### config.mk
export PLATFORM = sky130hd
export DESIGN_NAME = unique_value_table_core
export DESIGN_NICKNAME = d
export VERILOG_FILES = /design/src/sv/uvt_pkg.sv /design/src/sv/unique_value_table_core.sv /design/src/sv/uvt_ram.sv /design/src/sv/uvt_ctrl.sv /design/src/sv/uvt_dpath.sv
export SDC_FILE = /design/constraint.sdc
export NUM_CORES = 1
export LEC_CHECK = 0
export ABC_CLOCK_PERIOD_IN_PS = 5700
export BUFFER_PORTS_ARGS = -buffer_cell sky130_fd_sc_hd__buf_2
export CORE_MARGIN = 2
export CORE_UTILIZATION = 36
export CTS_CLUSTER_SIZE = 10
export DETAILED_ROUTE_END_ITERATION = 12
export GPL_ROUTABILITY_DRIVEN = 0
export SLEW_MARGIN = 0
export SYNTH_ARGS = -nofsm -noshare
export SYNTH_HDL_FRONTEND = slang
export SYNTH_HIERARCHICAL = 1
export SYNTH_SLANG_ARGS = --single-unit
### constraint.sdc
create_clock -name clock -period 5.7 [get_ports clock]
set_clock_uncertainty 0.05 [all_clocks]
set_input_delay 0 -clock clock [delete_from_list [all_inputs] [get_ports clock]]
set_output_delay 0 -clock clock [all_outputs]
set_load 0.02 [all_outputs]
### src/sv/uvt_pkg.sv
package uvt_pkg;

   localparam int TableDepth = 32;
   localparam int ValueW     = 32;
   localparam int CountW     = 6;
   localparam int StatusW    = 3;

   typedef enum logic [StatusW-1:0] {
      ST_INSERTED  = 3'd0,
      ST_DUPLICATE = 3'd1,
      ST_FULL      = 3'd2,
      ST_DUMPED    = 3'd3,
      ST_EMPTY     = 3'd4
   } status_type;

   // Request kinds carried in the request tuser bit.
   typedef enum logic {
      REQ_INSERT = 1'b0,
      REQ_DUMP   = 1'b1
   } req_kind_type;

   // Commands from the controller to the datapath.
   typedef struct packed {
      logic       capture;
      logic       scan;
      logic       dump_read;
      logic       emit;
      logic       append;
      logic       last;
      status_type emit_status;
   } cmd_type;

   // Status from the datapath back to the controller.
   typedef struct packed {
      logic hit;
      logic scan_done;
      logic full;
      logic empty;
      logic dump_last;
      logic out_free;
   } sts_type;

endpackage

### src/sv/unique_value_table_core.sv
// Channel    Direction  Transaction contents
// req_*      in         tuser: req_type (0 insert, 1 dump); tdata: value
// rsp_*      out        tuser: status; tdata: entry_value, entry_count; tlast: last
//
// An insert with no match steps through accept, one read per stored entry, the final
// compare, the scan end, and the result load. A dump reads and then emits each entry
// in turn through the single read port; an empty table gives one ST_EMPTY result.
// Reset is synchronous and active high; it empties the table at once.
// A stalled result channel holds the controller in its reply or dump-emit state; one finished
// result can wait in the output register while the next request is accepted.
module unique_value_table_core #(
   parameter int TABLE_DEPTH = uvt_pkg::TableDepth
) (
   input  logic        clock,
   input  logic        reset,
   // Request channel.
   input  logic        req_tvalid,
   output logic        req_tready,
   input  logic [31:0] req_tdata,   // [31:0] value
   input  logic [0:0]  req_tuser,   // [0] req_type
   // Result channel.
   output logic        rsp_tvalid,
   input  logic        rsp_tready,
   output logic [39:0] rsp_tdata,   // [31:0] entry_value, [37:32] entry_count, [39:38] zero
   output logic [2:0]  rsp_tuser,   // [2:0] status
   output logic        rsp_tlast
);

   uvt_pkg::cmd_type cmd;
   uvt_pkg::sts_type sts;

   logic [uvt_pkg::ValueW-1:0]  rsp_value;
   logic [uvt_pkg::CountW-1:0]  rsp_count;
   logic [uvt_pkg::StatusW-1:0] rsp_status;

   // The controller sequences the scan, the reply and the dump walk.
   uvt_ctrl u_ctrl (
      .clock      (clock),
      .reset      (reset),
      .req_tvalid (req_tvalid),
      .req_dump   (req_tuser[0]),
      .req_tready (req_tready),
      .sts        (sts),
      .cmd        (cmd)
   );

   // The datapath holds the table memory, the fill count, the scan index and
   // the result register.
   uvt_dpath #(
      .TABLE_DEPTH (TABLE_DEPTH)
   ) u_dpath (
      .clock      (clock),
      .reset      (reset),
      .req_value  (req_tdata),
      .cmd        (cmd),
      .sts        (sts),
      .rsp_tvalid (rsp_tvalid),
      .rsp_tready (rsp_tready),
      .rsp_value  (rsp_value),
      .rsp_count  (rsp_count),
      .rsp_status (rsp_status),
      .rsp_last   (rsp_tlast)
   );

   assign rsp_tdata = {2'b00, rsp_count, rsp_value};
   assign rsp_tuser = rsp_status;

   // A result is only loaded when the output register is free to take it.
   a_emit_free : assert property (@(posedge clock) disable iff (reset)
      cmd.emit |-> sts.out_free)
      else $error("result loaded over a pending transaction");

   // An append never happens on a full table.
   a_append_room : assert property (@(posedge clock) disable iff (reset)
      cmd.append |-> !sts.full)
      else $error("append into a full table");

   // An empty-table result is the only result of its request and carries zeros.
   a_empty_shape : assert property (@(posedge clock) disable iff (reset)
      (rsp_tvalid && rsp_tuser == uvt_pkg::ST_EMPTY) |-> (rsp_tlast && rsp_tdata == 40'd0))
      else $error("malformed empty-table result");

   // A new request is never taken in the middle of a scan or dump.
   a_capture_idle : assert property (@(posedge clock) disable iff (reset)
      (cmd.scan || cmd.dump_read) |-> !req_tready)
      else $error("request accepted while busy");

endmodule

### src/sv/uvt_ram.sv
module uvt_ram #(
   parameter int Width = 32,
   parameter int Depth = 32
) (
   input  logic                     clock,
   input  logic                     wr_en,
   input  logic [$clog2(Depth)-1:0] wr_addr,
   input  logic [Width-1:0]         wr_data,
   input  logic                     rd_en,
   input  logic [$clog2(Depth)-1:0] rd_addr,
   output logic [Width-1:0]         rd_data
);

   logic [Width-1:0] mem [Depth];
   logic [Width-1:0] rd_data_ff;

   always_ff @(posedge clock) begin
      if (wr_en) begin
         mem[wr_addr] <= wr_data;
      end
      if (rd_en) begin
         rd_data_ff <= mem[rd_addr];
      end
   end

   assign rd_data = rd_data_ff;

endmodule

### src/sv/uvt_ctrl.sv
module uvt_ctrl (
   input  logic              clock,
   input  logic              reset,
   input  logic              req_tvalid,
   input  logic              req_dump,
   output logic              req_tready,
   input  uvt_pkg::sts_type  sts,
   output uvt_pkg::cmd_type  cmd
);

   typedef enum logic [2:0] {
      S_IDLE,
      S_SCAN,
      S_REPLY,
      S_DREAD,
      S_DEMIT
   } state_type;

   state_type           state_ff, state_in;
   uvt_pkg::status_type kind_ff, kind_in;

   always_comb begin
      state_in        = state_ff;
      kind_in         = kind_ff;
      cmd             = '0;
      cmd.emit_status = uvt_pkg::ST_INSERTED;
      unique case (state_ff)
         S_IDLE: begin
            if (req_tvalid) begin
               cmd.capture = 1'b1;
               if (!req_dump) begin
                  state_in = S_SCAN;
               end else if (sts.empty) begin
                  kind_in  = uvt_pkg::ST_EMPTY;
                  state_in = S_REPLY;
               end else begin
                  state_in = S_DREAD;
               end
            end
         end
         S_SCAN: begin
            cmd.scan = 1'b1;
            // A match wins over a full table.
            if (sts.hit) begin
               kind_in  = uvt_pkg::ST_DUPLICATE;
               state_in = S_REPLY;
            end else if (sts.scan_done) begin
               kind_in  = sts.full ? uvt_pkg::ST_FULL : uvt_pkg::ST_INSERTED;
               state_in = S_REPLY;
            end
         end
         S_REPLY: begin
            if (sts.out_free) begin
               cmd.emit        = 1'b1;
               cmd.last        = 1'b1;
               cmd.emit_status = kind_ff;
               cmd.append      = (kind_ff == uvt_pkg::ST_INSERTED);
               state_in        = S_IDLE;
            end
         end
         S_DREAD: begin
            cmd.dump_read = 1'b1;
            state_in      = S_DEMIT;
         end
         S_DEMIT: begin
            if (sts.out_free) begin
               cmd.emit        = 1'b1;
               cmd.last        = sts.dump_last;
               cmd.emit_status = uvt_pkg::ST_DUMPED;
               state_in        = sts.dump_last ? S_IDLE : S_DREAD;
            end
         end
         default: begin
            state_in = S_IDLE;
         end
      endcase
   end

   always_ff @(posedge clock) begin
      if (reset) begin
         state_ff <= S_IDLE;
         kind_ff  <= uvt_pkg::ST_INSERTED;
      end else begin
         state_ff <= state_in;
         kind_ff  <= kind_in;
      end
   end

   assign req_tready = (state_ff == S_IDLE);

endmodule

### src/sv/uvt_dpath.sv
module uvt_dpath #(
   parameter int TABLE_DEPTH = uvt_pkg::TableDepth
) (
   input  logic                        clock,
   input  logic                        reset,
   input  logic [uvt_pkg::ValueW-1:0]  req_value,
   input  uvt_pkg::cmd_type            cmd,
   output uvt_pkg::sts_type            sts,
   output logic                        rsp_tvalid,
   input  logic                        rsp_tready,
   output logic [uvt_pkg::ValueW-1:0]  rsp_value,
   output logic [uvt_pkg::CountW-1:0]  rsp_count,
   output logic [uvt_pkg::StatusW-1:0] rsp_status,
   output logic                        rsp_last
);

   localparam int CW = $clog2(TABLE_DEPTH + 1);
   localparam int IW = $clog2(TABLE_DEPTH);

   logic [uvt_pkg::ValueW-1:0]  val_ff, val_in;
   logic [CW-1:0]               idx_ff, idx_in;
   logic [CW-1:0]               cnt_ff, cnt_in;
   logic                        rv_ff, rv_in;
   logic                        out_valid_ff, out_valid_in;
   logic [uvt_pkg::ValueW-1:0]  out_value_ff, out_value_in;
   logic [uvt_pkg::CountW-1:0]  out_count_ff, out_count_in;
   logic [uvt_pkg::StatusW-1:0] out_status_ff, out_status_in;
   logic                        out_last_ff, out_last_in;

   logic                        idx_lt;
   logic                        rd_en;
   logic [uvt_pkg::ValueW-1:0]  rd_data;
   logic [CW+uvt_pkg::CountW-1:0] count_ext;

   assign idx_lt = (idx_ff < cnt_ff);
   assign rd_en  = (cmd.scan && idx_lt) || cmd.dump_read;

   uvt_ram #(
      .Width (uvt_pkg::ValueW),
      .Depth (TABLE_DEPTH)
   ) u_ram (
      .clock   (clock),
      .wr_en   (cmd.append),
      .wr_addr (cnt_ff[IW-1:0]),
      .wr_data (val_ff),
      .rd_en   (rd_en),
      .rd_addr (idx_ff[IW-1:0]),
      .rd_data (rd_data)
   );

   always_comb begin
      val_in = cmd.capture ? req_value : val_ff;

      if (cmd.capture) begin
         idx_in = '0;
      end else if (rd_en) begin
         idx_in = idx_ff + CW'(1);
      end else begin
         idx_in = idx_ff;
      end

      rv_in  = cmd.scan && idx_lt;
      cnt_in = cmd.append ? (cnt_ff + CW'(1)) : cnt_ff;

      // The count field keeps the low bits of the count after this request.
      count_ext = {{uvt_pkg::CountW{1'b0}}, cnt_in};

      out_value_in  = out_value_ff;
      out_count_in  = out_count_ff;
      out_status_in = out_status_ff;
      out_last_in   = out_last_ff;
      if (cmd.emit) begin
         out_valid_in  = 1'b1;
         out_count_in  = count_ext[uvt_pkg::CountW-1:0];
         out_status_in = cmd.emit_status;
         out_last_in   = cmd.last;
         if (cmd.emit_status == uvt_pkg::ST_DUMPED) begin
            out_value_in = rd_data;
         end else if (cmd.emit_status == uvt_pkg::ST_EMPTY) begin
            out_value_in = '0;
         end else begin
            out_value_in = val_ff;
         end
      end else begin
         out_valid_in = out_valid_ff && !rsp_tready;
      end
   end

   always_ff @(posedge clock) begin
      if (reset) begin
         cnt_ff       <= '0;
         idx_ff       <= '0;
         rv_ff        <= 1'b0;
         out_valid_ff <= 1'b0;
      end else begin
         cnt_ff       <= cnt_in;
         idx_ff       <= idx_in;
         rv_ff        <= rv_in;
         out_valid_ff <= out_valid_in;
      end
      val_ff        <= val_in;
      out_value_ff  <= out_value_in;
      out_count_ff  <= out_count_in;
      out_status_ff <= out_status_in;
      out_last_ff   <= out_last_in;
   end

   assign sts.hit       = rv_ff && (rd_data == val_ff);
   assign sts.scan_done = !idx_lt && !rv_ff;
   assign sts.full      = (cnt_ff == CW'(TABLE_DEPTH));
   assign sts.empty     = (cnt_ff == '0);
   assign sts.dump_last = (idx_ff == cnt_ff);
   assign sts.out_free  = !out_valid_ff || rsp_tready;

   assign rsp_tvalid = out_valid_ff;
   assign rsp_value  = out_value_ff;
   assign rsp_count  = out_count_ff;
   assign rsp_status = out_status_ff;
   assign rsp_last   = out_last_ff;

endmodule
# Yosys cells after proc, flatten, opt, wreduce, memory -nomap -nowiden

Memories as Yosys holds them, arrays and structs flattened. A register that Yosys moved wholly into a read port is not among the register bits.
Index checks and enable logic that the tools add are counted.
W data, S select, Z words.

Flip-flop bits (word level): 94
Latch bits: 0
Bits in writable memories: 1,024
ROM bits: 0
Bits of input ports: 37
Logic and storage cells: 79
Memories kept: 1

Memory list:

| memory            | words | bits a word | rd ports | clocked after Yosys merged registers in | write ports | line          | source |
|---|---|---|---|---|---|---|---|
| u_dpath.u_ram.mem | 32    | 32          | 1        | 1                                       | 1           | uvt_ram.sv:14 | `logic [Width-1:0] mem [Depth];` |

$add $sub $neg: 2
$mul: 0
Div/mod/pow operators: 0
$lt $le $gt $ge: 1
Eq/ne operators: 15
Shift operators: 0
Muxes and demuxes: 32
Bitwise logic cells: 0
Reduce and logical (&&, ||, !) cells: 17

Operators with widths:

| kind                  | count |
|---|---|
| $mux W32              | 2 |
| $eq A32 B32 Y1        | 1 |
| $mux W3               | 10 |
| $pmux W3 S5           | 1 |
| $add A6 B1 Y6 const B | 2 |
| $mux W6               | 2 |
| $mux W1               | 10 |
| $eq A3 B2 Y1 const B  | 3 |
| $pmux W4 S2           | 1 |
| $eq A3 B3 Y1 const B  | 2 |
| $eq A6 B6 Y1          | 1 |
| $eq A6 B6 Y1 const B  | 1 |
| $logic_not A3 Y1      | 2 |
| $logic_not A6 Y1      | 1 |
| $lt A6 B6 Y1          | 1 |
| $mux W2               | 3 |
| $ne A2 B2 Y1 const B  | 3 |
| $pmux W3 S2           | 1 |
| $reduce_and A5 Y1     | 1 |
| $logic_and A1 B1 Y1   | 4 |
| $logic_not A1 Y1      | 4 |
| $mux W4               | 1 |
| $ne A2 B1 Y1 const B  | 2 |
| $reduce_and A4 Y1     | 1 |
| 6 further kinds       | 7 |

# Logic depth before layout (Yosys ltp)

Gate-level depths: netlist of run 1.

Word-level depth: 7
Depth in mapped cells: 10
Depth with buffers taken out: 10

# Hierarchy

Netlist of run 1, hierarchy kept.

Modules (own cells, without submodules):

| module                  | instances | cells an instance | area an instance (µm²) | seq. area each (µm²) |
|---|---|---|---|---|
| uvt_ram                 | 1         | 2,260             | 40,805.4               | 31,710.4 |
| uvt_dpath               | 1         | 257               | 3,729.8                | 2,502.4 |
| uvt_ctrl                | 1         | 55                | 426.7                  | 120.1 |
| unique_value_table_core | 1         | 3                 | 18.8                   | 0.0 |

# Worst setup path before layout of run 1

OpenSTA, ideal clock, no wires.

Path type: reg-to-reg
Start: register u_ctrl.state_ff[1]
End: memory u_dpath.u_ram.mem[28][0], enable pin
Setup time: 421 ps
Data arrival time: 3,605 ps
Data required time: 5,229 ps
Path slack: 1,624 ps
Stages on the path, launching flop included: 7
Path buffers: 1
Path through: dfxtp_1 nor2b_1 nand2_1 nor4_1 or3b_2 clkbuf_1 nor2_1

RTL lines:

| item                     | line           | source |
|---|---|---|
| start: declaration       | uvt_ctrl.sv:19 | `state_type state_ff, state_in;` |
| start signal: assignment | uvt_ctrl.sv:84 | `state_ff <= state_in;` |
| end: declaration         | uvt_ram.sv:14  |  |

==> metrics.txt, run 1 <==
# TYPE chip_impl_metric gauge
chip_impl_info{name="run_status",value="complete, no violations"} 1
chip_impl_metric{name="crit_arrival",unit="ns"} 4.88
chip_impl_info{name="layout.cells.most_common_list",value="edfxtp_1 (1130), mux2i_1 (516), clkbuf_16 (137)"} 1
chip_impl_metric{name="port_buffers",unit=""} 80
chip_impl_metric{name="finalHoldWorstSlack",unit="ns"} 0.0379
chip_impl_info{name="mostFrequentLayoutCell",value="edfxtp_1"} 1
chip_impl_metric{name="detailroute.wirelength.met3",unit="mm"} 10.2
chip_impl_metric{name="setup_tns",unit="ns"} 0
chip_impl_metric{name="total_clock_buffers_created_by_cts",unit=""} 135
chip_impl_info{name="tritoncts_clock_tree",value="built"} 1
chip_impl_info{name="cts_root_buffer",value="clkbuf_16"} 1
chip_impl_metric{name="power.density",unit="nW/um^2"} 336
chip_impl_metric{name="post_cts_hold_buffer_count",unit=""} 65
chip_impl_metric{name="finalInstanceArea",unit="sq um"} 52100
chip_impl_metric{name="start_util",unit="%"} 36.3
chip_impl_metric{name="vias_per_cell",unit=""} 5.45
chip_impl_metric{name="grt_overflow",unit=""} 0
chip_impl_metric{name="syn2layout_area_growth",unit="%"} 15.8
chip_impl_metric{name="synth.cell_area",unit="sq um"} 45000
chip_impl_metric{name="drv_slew",unit=""} 0
chip_impl_info{name="regToRegEndpoint",value="u_ctrl/kind_ff[1]"} 1
chip_impl_metric{name="die_h",unit="microns"} 357
chip_impl_metric{name="met2_length",unit="mm"} 54.7
chip_impl_metric{name="critical_path.n_buffers_inverters",unit=""} 1
chip_impl_metric{name="post_cts_resize_count",unit=""} 0
chip_impl_info{name="path_class",value="register to register"} 1
chip_impl_info{name="critical_path.reg2reg.startpoint",value="u_dpath/val_ff[2]"} 1
chip_impl_metric{name="number_of_failing_hold_endpoints_at_the_final_stage",unit=""} 0
chip_impl_metric{name="slew-limit-headroom",unit="%"} 15.5
chip_impl_metric{name="route.antenna.remaining_nets",unit=""} 0
chip_impl_metric{name="grt_antenna_before_repair",unit=""} 1
chip_impl_info{name="hold_path.startpoint",value="req_tdata[16]"} 1
chip_impl_info{name="holdCritPathClass",value="input pin to register"} 1
chip_impl_metric{name="fillerInstances",unit=""} 10900
chip_impl_metric{name="final_core_utilization",unit="%"} 42.1
chip_impl_metric{name="wl_met1",unit="mm"} 51.8
chip_impl_metric{name="maximum_number_of_pins_on_one_net_before_global_route_repair",unit=""} 127
chip_impl_metric{name="place_hpwl",unit="mm"} 64.8
chip_impl_metric{name="fmaxAchievable",unit="GHz"} 0.230
chip_impl_metric{name="synth_area_per_cell",unit="sq um"} 17.5
chip_impl_metric{name="placement_rows",unit=""} 129
chip_impl_info{name="path_cells",value="xor2_1, nor4_1, nand4_1, nor4_2, or3b_1, o2111a_2, dlygate4sd3_1, mux2i_1, nor2_1"} 1
chip_impl_info{name="setup_repair_after_global_routing_missed_its_margin",value="false"} 1
chip_impl_metric{name="worstMarginPinSlew",unit="ns"} 1.26
chip_impl_metric{name="final_net_count",unit=""} 2855
chip_impl_metric{name="ir_drop",unit="mV"} 0.289
chip_impl_metric{name="clkLatencyLatePin",unit="ns"} 0.73
chip_impl_metric{name="final_min_period_over_clock_period",unit="%"} 76.1
chip_impl_metric{name="rr_worst_depth",unit=""} 9
chip_impl_metric{name="core_area",unit="sq um"} 124000
chip_impl_metric{name="seq_area_frac_synth",unit="%"} 76.3
chip_impl_metric{name="synth_warnings",unit=""} 6
chip_impl_metric{name="maxCapViolations",unit=""} 0
chip_impl_metric{name="gr-usage-all-layers",unit="%"} 18.4
chip_impl_info{name="topRoutingLayerUsed",value="met4"} 1
chip_impl_metric{name="cts.sink_count",unit=""} 1150
chip_impl_metric{name="first_pass_grt_wire_length",unit="mm"} 169
chip_impl_info{name="critical_path.top_delay_family",value="simple AND/OR/NAND/NOR gates"} 1
chip_impl_metric{name="setup_viol",unit=""} 0
chip_impl_metric{name="drt-pass1-iter-count",unit=""} 5
chip_impl_info{name="min_to",value="u_dpath/val_ff[16]"} 1
chip_impl_metric{name="io-pin-count",unit=""} 83
chip_impl_metric{name="cts.reportedPaths.clkPinSlew",unit="ns"} 0.06
chip_impl_info{name="crit_path_end_kind",value="register"} 1
chip_impl_metric{name="drive_above_1_share",unit="%"} 13.5
chip_impl_metric{name="period_needed",unit="ns"} 4.34
chip_impl_metric{name="post_cts_setup_bufs",unit=""} 0
chip_impl_info{name="worst_setup_path_start_kind",value="register"} 1
chip_impl_metric{name="chipWidth",unit="microns"} 357
chip_impl_metric{name="worst-path-max-fanout",unit=""} 34
chip_impl_metric{name="drcViolationCount",unit=""} 0
chip_impl_metric{name="maximum_single_stage_delay_on_the_critical_path",unit="ns"} 1.06
chip_impl_metric{name="synth_instances",unit=""} 2575
chip_impl_metric{name="die_area",unit="sq um"} 128000
chip_impl_metric{name="num_vias",unit=""} 24400
chip_impl_metric{name="netlist-cell-type-count",unit=""} 56
chip_impl_metric{name="holdPathStages",unit=""} 2
chip_impl_metric{name="dr.first_iter.drc_count",unit=""} 2723
chip_impl_metric{name="cts_htree_levels",unit=""} 4
chip_impl_metric{name="wl_per_cell",unit="microns"} 26.7
chip_impl_info{name="cp_slowest_cell",value="edfxtp_1"} 1
chip_impl_metric{name="regToRegSetupSlack",unit="ns"} 1.36
chip_impl_metric{name="placed_cell_area",unit="sq um"} 47700
chip_impl_metric{name="via_count_of_the_first_global_routing_pass",unit=""} 23500
chip_impl_metric{name="detail_route.wirelength",unit="mm"} 119
chip_impl_metric{name="ctsLongestPathBuffers",unit=""} 3
chip_impl_metric{name="power_leakage",unit="uW"} 0.0158
chip_impl_metric{name="crit_required",unit="ns"} 6.24
chip_impl_metric{name="synth-seq-cells",unit=""} 1150
==> per-stage QoR <==
stage / instances / power (uW) / setup slack (ns)
after floorplan: 2576 / 9910 / 1.62
after global placement: 4244 / 10100 / 1.84
after detailed placement: 4244 / 10100 / 1.86
after CTS: 4475 / 17700 / 1.53
after global routing: 4475 / 18000 / 1.14
final: 4476 / 17500 / 1.36
==> cell usage after synthesis, drive strengths merged <==
library cell / instances / share of area (%)
a211o: 1 / 0.019
a21boi: 1 / 0.017
a21o: 1 / 0.017
a21oi: 109 / 1.2
a22o: 96 / 1.9
a22oi: 96 / 1.6
a2bb2oi: 1 / 0.019
a31o: 1 / 0.019
a31oi: 33 / 0.47
and2: 2 / 0.028
and2b: 1 / 0.017
and3: 2 / 0.028
and4b: 1 / 0.025
buf: 84 / 1.3
clkbuf: 54 / 0.47
conb: 1 / 0.0083
dfxtp: 20 / 0.89
edfxtp: 1130 / 75
ha: 9 / 0.25
inv: 12 / 0.10
mux2: 1 / 0.025
mux2i: 516 / 11
nand2: 114 / 0.95
nand2b: 6 / 0.10
nand3: 100 / 1.1
nand3b: 5 / 0.083
nand4: 12 / 0.17
nor2: 51 / 0.43
nor2b: 12 / 0.17
nor3: 38 / 0.42
nor4: 7 / 0.11
o2111a: 1 / 0.028
o211ai: 1 / 0.017
o21a: 1 / 0.017
o21ai: 3 / 0.033
o21ba: 1 / 0.022
o21bai: 1 / 0.017
o22a: 1 / 0.019
o31ai: 1 / 0.047
or2: 2 / 0.028
or3: 4 / 0.056
or3b: 4 / 0.078
xnor2: 33 / 0.64
xor2: 5 / 0.097
==> cell families after synthesis <==
kind of cell	count (synthesis)	synth area share (%)
other	1	0.00834
XOR/XNOR	38	0.740
flip-flops	1150	76.3
AND/OR/NAND/NOR	361	3.80
multiplexers	517	11.5
buffers and inverters	150	1.90
adder cells (fa/ha/maj)	9	0.250
AO/OA/AOI/OAI	349	5.47
==> sequential cells by signal (all words and copies together), names as in the netlist <==
register	cells
u_dpath/u_ram/mem	1024
u_dpath/rsp_value	32
u_dpath/u_ram/rd_data	32
u_dpath/val_ff	32
u_dpath/cnt_ff	6
u_dpath/idx_ff	6
u_dpath/rsp_count	6
u_ctrl/kind_ff	3
u_ctrl/state_ff	3
u_dpath/rsp_status	3
u_dpath/rsp_last	1
u_dpath/rsp_tvalid	1
u_dpath/rv_ff	1
==> cell type report <==
class | instances | area [sq um] | share of cell area, %
repair buffers | 234 | 1830 | 3.52
clock buffers | 147 | 3470 | 6.65
clock inverters | 19 | 249 | 0.478
inverters | 12 | 45.0 | 0.0865
flip-flops and latches | 1150 | 34300 | 65.9
multi-input cells | 1276 | 10100 | 19.4
diodes | 1 | 2.50 | 0.00480
well taps | 1637 | 2050 | 3.93
==> how the worst max path moves through the flow <==
| stage | end | slack [ns] | depth (start not counted) | startpoint |
|---|---|---|---|---|
| floorplan | u_dpath/u_ram/mem[28][0] | 1.62 | 6 | u_ctrl/state_ff[1] |
| global placement | u_dpath/u_ram/mem[23][28] | 1.84 | 7 | u_ctrl/state_ff[1] |
| detailed placement | u_dpath/u_ram/mem[23][30] | 1.86 | 7 | u_ctrl/state_ff[1] |
| CTS | u_ctrl/kind_ff[1] | 1.53 | 10 | u_dpath/val_ff[28] |
| global route | u_ctrl/kind_ff[1] | 1.14 | 9 | u_dpath/val_ff[2] |
| finish | u_ctrl/kind_ff[1] | 1.36 | 9 | u_dpath/val_ff[2] |
==> power by group <==
group          switching (uW)  internal [uW]  leakage, uW
combinational             360            178      0.00365
clock                    3190           4310      0.00181
sequential               58.8           9410       0.0104
total                    3610          13900       0.0158
==> routing by layer <==
| layer | vias up | global-route usage [%] |
|---|---|---|
| met3 | 173 | 4.13 |
| met1 | 12500 | 26.2 |
| met4 | 0 | 5.24 |
| met5 | - | 0 |
| met2 | 1077 | 28.4 |
| li1 | 10600 | - |
No activity file was read; power rests on OpenSTA's default activity.
==> run 2, diff against run 1 <==
--- a/config.mk
+++ b/config.mk
@@ -5,7 +5,7 @@
 export SDC_FILE = /design/constraint.sdc
 export NUM_CORES = 1
 export LEC_CHECK = 0
-export ABC_CLOCK_PERIOD_IN_PS = 5700
+export ABC_CLOCK_PERIOD_IN_PS = 3500
 export BUFFER_PORTS_ARGS = -buffer_cell sky130_fd_sc_hd__buf_2
 export CORE_MARGIN = 2
 export CORE_UTILIZATION = 36
==> constraint.sdc (replaced) <==
create_clock -name clock -period 3.5 [get_ports clock]
set_clock_uncertainty 0.05 [all_clocks]
set_input_delay 0 -clock clock [delete_from_list [all_inputs] [get_ports clock]]
set_output_delay 0 -clock clock [all_outputs]
set_load 0.02 [all_outputs]
==> run 2 against run 1 <==
Effect of this change:
- highest routed layer is now met5
- critical path depth rose by 2
- critical endpoint is now u_ctrl/kind_ff[2]
- power rose by 65%
- sequential cell count did not move
- fmax rose by 33%
- via count rose by 0.60%
- count of clock-buffer cells in the layout rose by 7
==> metrics.txt, run 2 (synthesis gave the netlist of run 1 again) <==
# TYPE chip_impl_metric gauge
chip_impl_info{name="run_status",value="complete, no violations"} 1
chip_impl_metric{name="die_h",unit="microns"} 357
chip_impl_metric{name="core_area",unit="sq um"} 124000
chip_impl_metric{name="worst-path-max-fanout",unit=""} 4
chip_impl_metric{name="crit_required",unit="ns"} 4.05
chip_impl_metric{name="rr_worst_depth",unit=""} 11
chip_impl_metric{name="drv_slew",unit=""} 0
chip_impl_metric{name="final_min_period_over_clock_period",unit="%"} 93.0
chip_impl_info{name="path_cells",value="xnor2_1, nand4_1, buf_4, nor4_1, nand4_1, nor4_2, buf_4, or3b_1, o2111a_2, mux2i_1, nor2_1"} 1
chip_impl_metric{name="grt_overflow",unit=""} 0
chip_impl_metric{name="period_needed",unit="ns"} 3.26
chip_impl_info{name="critical_path.reg2reg.startpoint",value="u_dpath/val_ff[19]"} 1
chip_impl_metric{name="final_net_count",unit=""} 2933
chip_impl_info{name="hold_path.startpoint",value="req_tdata[18]"} 1
chip_impl_info{name="path_class",value="register to register"} 1
chip_impl_metric{name="io-pin-count",unit=""} 83
chip_impl_metric{name="placement_rows",unit=""} 129
chip_impl_metric{name="post_cts_hold_buffer_count",unit=""} 61
chip_impl_metric{name="crit_arrival",unit="ns"} 3.80
chip_impl_info{name="registers.top_by_ff_count",value="u_dpath/u_ram/mem"} 1
chip_impl_metric{name="routing_usage_on_met1",unit="%"} 26.3
chip_impl_metric{name="maximum_number_of_pins_on_one_net_before_global_route_repair",unit=""} 79
chip_impl_metric{name="wl_per_cell",unit="microns"} 26.1
chip_impl_metric{name="clkLatencyLatePin",unit="ns"} 0.74
chip_impl_metric{name="dp_slack",unit="ns"} 0.335
chip_impl_metric{name="port_buffers",unit=""} 80
chip_impl_metric{name="vias_per_cell",unit=""} 5.38
chip_impl_metric{name="total_clock_buffers_created_by_cts",unit=""} 135
chip_impl_metric{name="setup_viol",unit=""} 0
chip_impl_info{name="cp_slowest_cell",value="edfxtp_1"} 1
chip_impl_metric{name="totalPowerFinal",unit="uW"} 28900
chip_impl_info{name="layout.cells.most_common_list",value="edfxtp_1 (1130), mux2i_1 (516), buf_4 (142)"} 1
chip_impl_metric{name="syn2layout_area_growth",unit="%"} 17.8
chip_impl_info{name="tritoncts_clock_tree",value="built"} 1
chip_impl_metric{name="dr.first_iter.drc_count",unit=""} 2450
chip_impl_metric{name="first_pass_grt_wire_length",unit="mm"} 171
chip_impl_metric{name="drt-pass1-iter-count",unit=""} 5
chip_impl_metric{name="regToRegSetupSlack",unit="ns"} 0.24
chip_impl_metric{name="cts.sink_count",unit=""} 1150
chip_impl_metric{name="chipWidth",unit="microns"} 357
chip_impl_metric{name="grt_util_met2",unit="%"} 28.5
chip_impl_metric{name="cts.reportedPaths.clkPinSlew",unit="ns"} 0.06
chip_impl_metric{name="largest_register_ffs",unit=""} 1024
chip_impl_info{name="setup_repair_after_global_routing_missed_its_margin",value="false"} 1
chip_impl_metric{name="power.density",unit="nW/um^2"} 545
chip_impl_metric{name="worst_slack",unit="ns"} 0.245
chip_impl_info{name="mostFrequentLayoutCell",value="edfxtp_1"} 1
chip_impl_metric{name="grt_antenna_before_repair",unit=""} 3
chip_impl_info{name="grt_most_used_layer",value="met2"} 1
chip_impl_metric{name="maxCapViolations",unit=""} 0
chip_impl_metric{name="drive_above_1_share",unit="%"} 16.0
chip_impl_metric{name="worstMarginPinSlew",unit="ns"} 0.957
chip_impl_metric{name="detail_route.wirelength",unit="mm"} 119
chip_impl_metric{name="drcViolationCount",unit=""} 0
chip_impl_metric{name="power_leakage",unit="uW"} 0.0163
chip_impl_metric{name="post_cts_setup_bufs",unit=""} 0
chip_impl_metric{name="critical_path.n_buffers_inverters",unit=""} 2
chip_impl_metric{name="holdPathStages",unit=""} 2
chip_impl_info{name="min_to",value="u_dpath/val_ff[18]"} 1
chip_impl_metric{name="die_area",unit="sq um"} 128000
chip_impl_metric{name="ctsLongestPathBuffers",unit=""} 3
chip_impl_metric{name="via_count_of_the_first_global_routing_pass",unit=""} 24100
chip_impl_metric{name="cts_htree_levels",unit=""} 4
chip_impl_metric{name="start_util",unit="%"} 36.3
chip_impl_info{name="holdCritPathClass",value="input pin to register"} 1
chip_impl_metric{name="globalRouteMet3Util",unit="%"} 3.73
chip_impl_info{name="critical_path.top_delay_family",value="simple AND/OR/NAND/NOR gates"} 1
chip_impl_metric{name="number_of_failing_hold_endpoints_at_the_final_stage",unit=""} 0
chip_impl_metric{name="gr-usage-all-layers",unit="%"} 18.5
chip_impl_metric{name="slew-limit-headroom",unit="%"} 36.0
chip_impl_metric{name="place_hpwl",unit="mm"} 71.2
chip_impl_metric{name="ir_drop",unit="mV"} 0.434
chip_impl_metric{name="num_vias",unit=""} 24500
chip_impl_info{name="worst_setup_path_start_kind",value="register"} 1
chip_impl_info{name="crit_path_end_kind",value="register"} 1
chip_impl_metric{name="setup_tns",unit="ns"} 0
chip_impl_metric{name="finalHoldWorstSlack",unit="ns"} 0.0450
chip_impl_metric{name="fillerInstances",unit=""} 10900
chip_impl_info{name="regToRegEndpoint",value="u_ctrl/kind_ff[2]"} 1
chip_impl_metric{name="fmaxAchievable",unit="GHz"} 0.307
chip_impl_metric{name="post_cts_resize_count",unit=""} 0
chip_impl_info{name="cts_root_buffer",value="clkbuf_16"} 1
chip_impl_metric{name="maximum_single_stage_delay_on_the_critical_path",unit="ns"} 0.40
chip_impl_metric{name="route.antenna.remaining_nets",unit=""} 0
## run 2: cell count changes in the layout (fill, tap and decap cells not counted), sizes merged
cell / previous run / this run
buf: 169 / 251
clkbuf: 147 / 154
dlygate4sd3: 65 / 61
inv: 19 / 16
clkinv: 12 / 10
bufinv: 0 / 1
clkinvlp: 0 / 1
## run 2: worst register-to-register path: cells and delay by family, from the launching register on
| family | cells | cell delay [ns] |
|---|---|---|
| buffers and inverters | 2 | 0.43 |
| AND/OR/NAND/NOR | 6 | 1.61 |
| flip-flops | 1 | 0.40 |
| multiplexers | 1 | 0.20 |
| XOR/XNOR | 1 | 0.19 |
| AO/OA/AOI/OAI | 1 | 0.24 |
## run 2: area by class of cell
cell class | count | area (sq um) | share of cell area (%)
antenna | 1 | 2.50 | 0.00472
clock buffer | 154 | 3560 | 6.71
clock inverter | 16 | 251 | 0.475
inverter | 12 | 45.0 | 0.0850
multi-input combinational | 1276 | 10100 | 19.1
sequential | 1150 | 34300 | 64.8
tap | 1637 | 2050 | 3.86
timing repair buffer | 312 | 2660 | 5.01
## run 2: where the power goes
| group | switching, uW | internal, uW |
|---|---|---|
| clock network | 5290 | 7240 |
| registers | 51.7 | 15300 |
| logic | 665 | 301 |
## run 2: worst max path at each step
stage                            start                       end  slack [ns]  cells past startpoint
global placement     u_dpath/val_ff[1]         u_ctrl/kind_ff[1]        0.31                     11
detailed placement  u_dpath/val_ff[19]         u_ctrl/kind_ff[2]        0.34                     11
global route        u_dpath/val_ff[19]         u_ctrl/kind_ff[2]        0.18                     11
finish              u_dpath/val_ff[19]         u_ctrl/kind_ff[2]        0.24                     11
floorplan           u_ctrl/state_ff[1]  u_dpath/u_ram/mem[30][0]       -0.36                      5
CTS                 u_dpath/val_ff[19]         u_ctrl/kind_ff[2]        0.31                     11
## run 2: through the flow
step / instances / cell area [sq um] / util (%)
floorplan: 2576 / 45000 / -
global placement: 4326 / 48600 / 39.2
detailed placement: 4326 / 48600 / 39.2
CTS: 4557 / 53000 / 42.8
global route: 4557 / 53000 / 42.8
finish: 4558 / 53000 / 42.8
## run 2: per-layer routing
layer  up-vias  routed length, microns
li1      10800                       -
met1     12700                   53200
met2       897                   54700
met3       178                    8010
met4         2                    2900
met5         -                      11
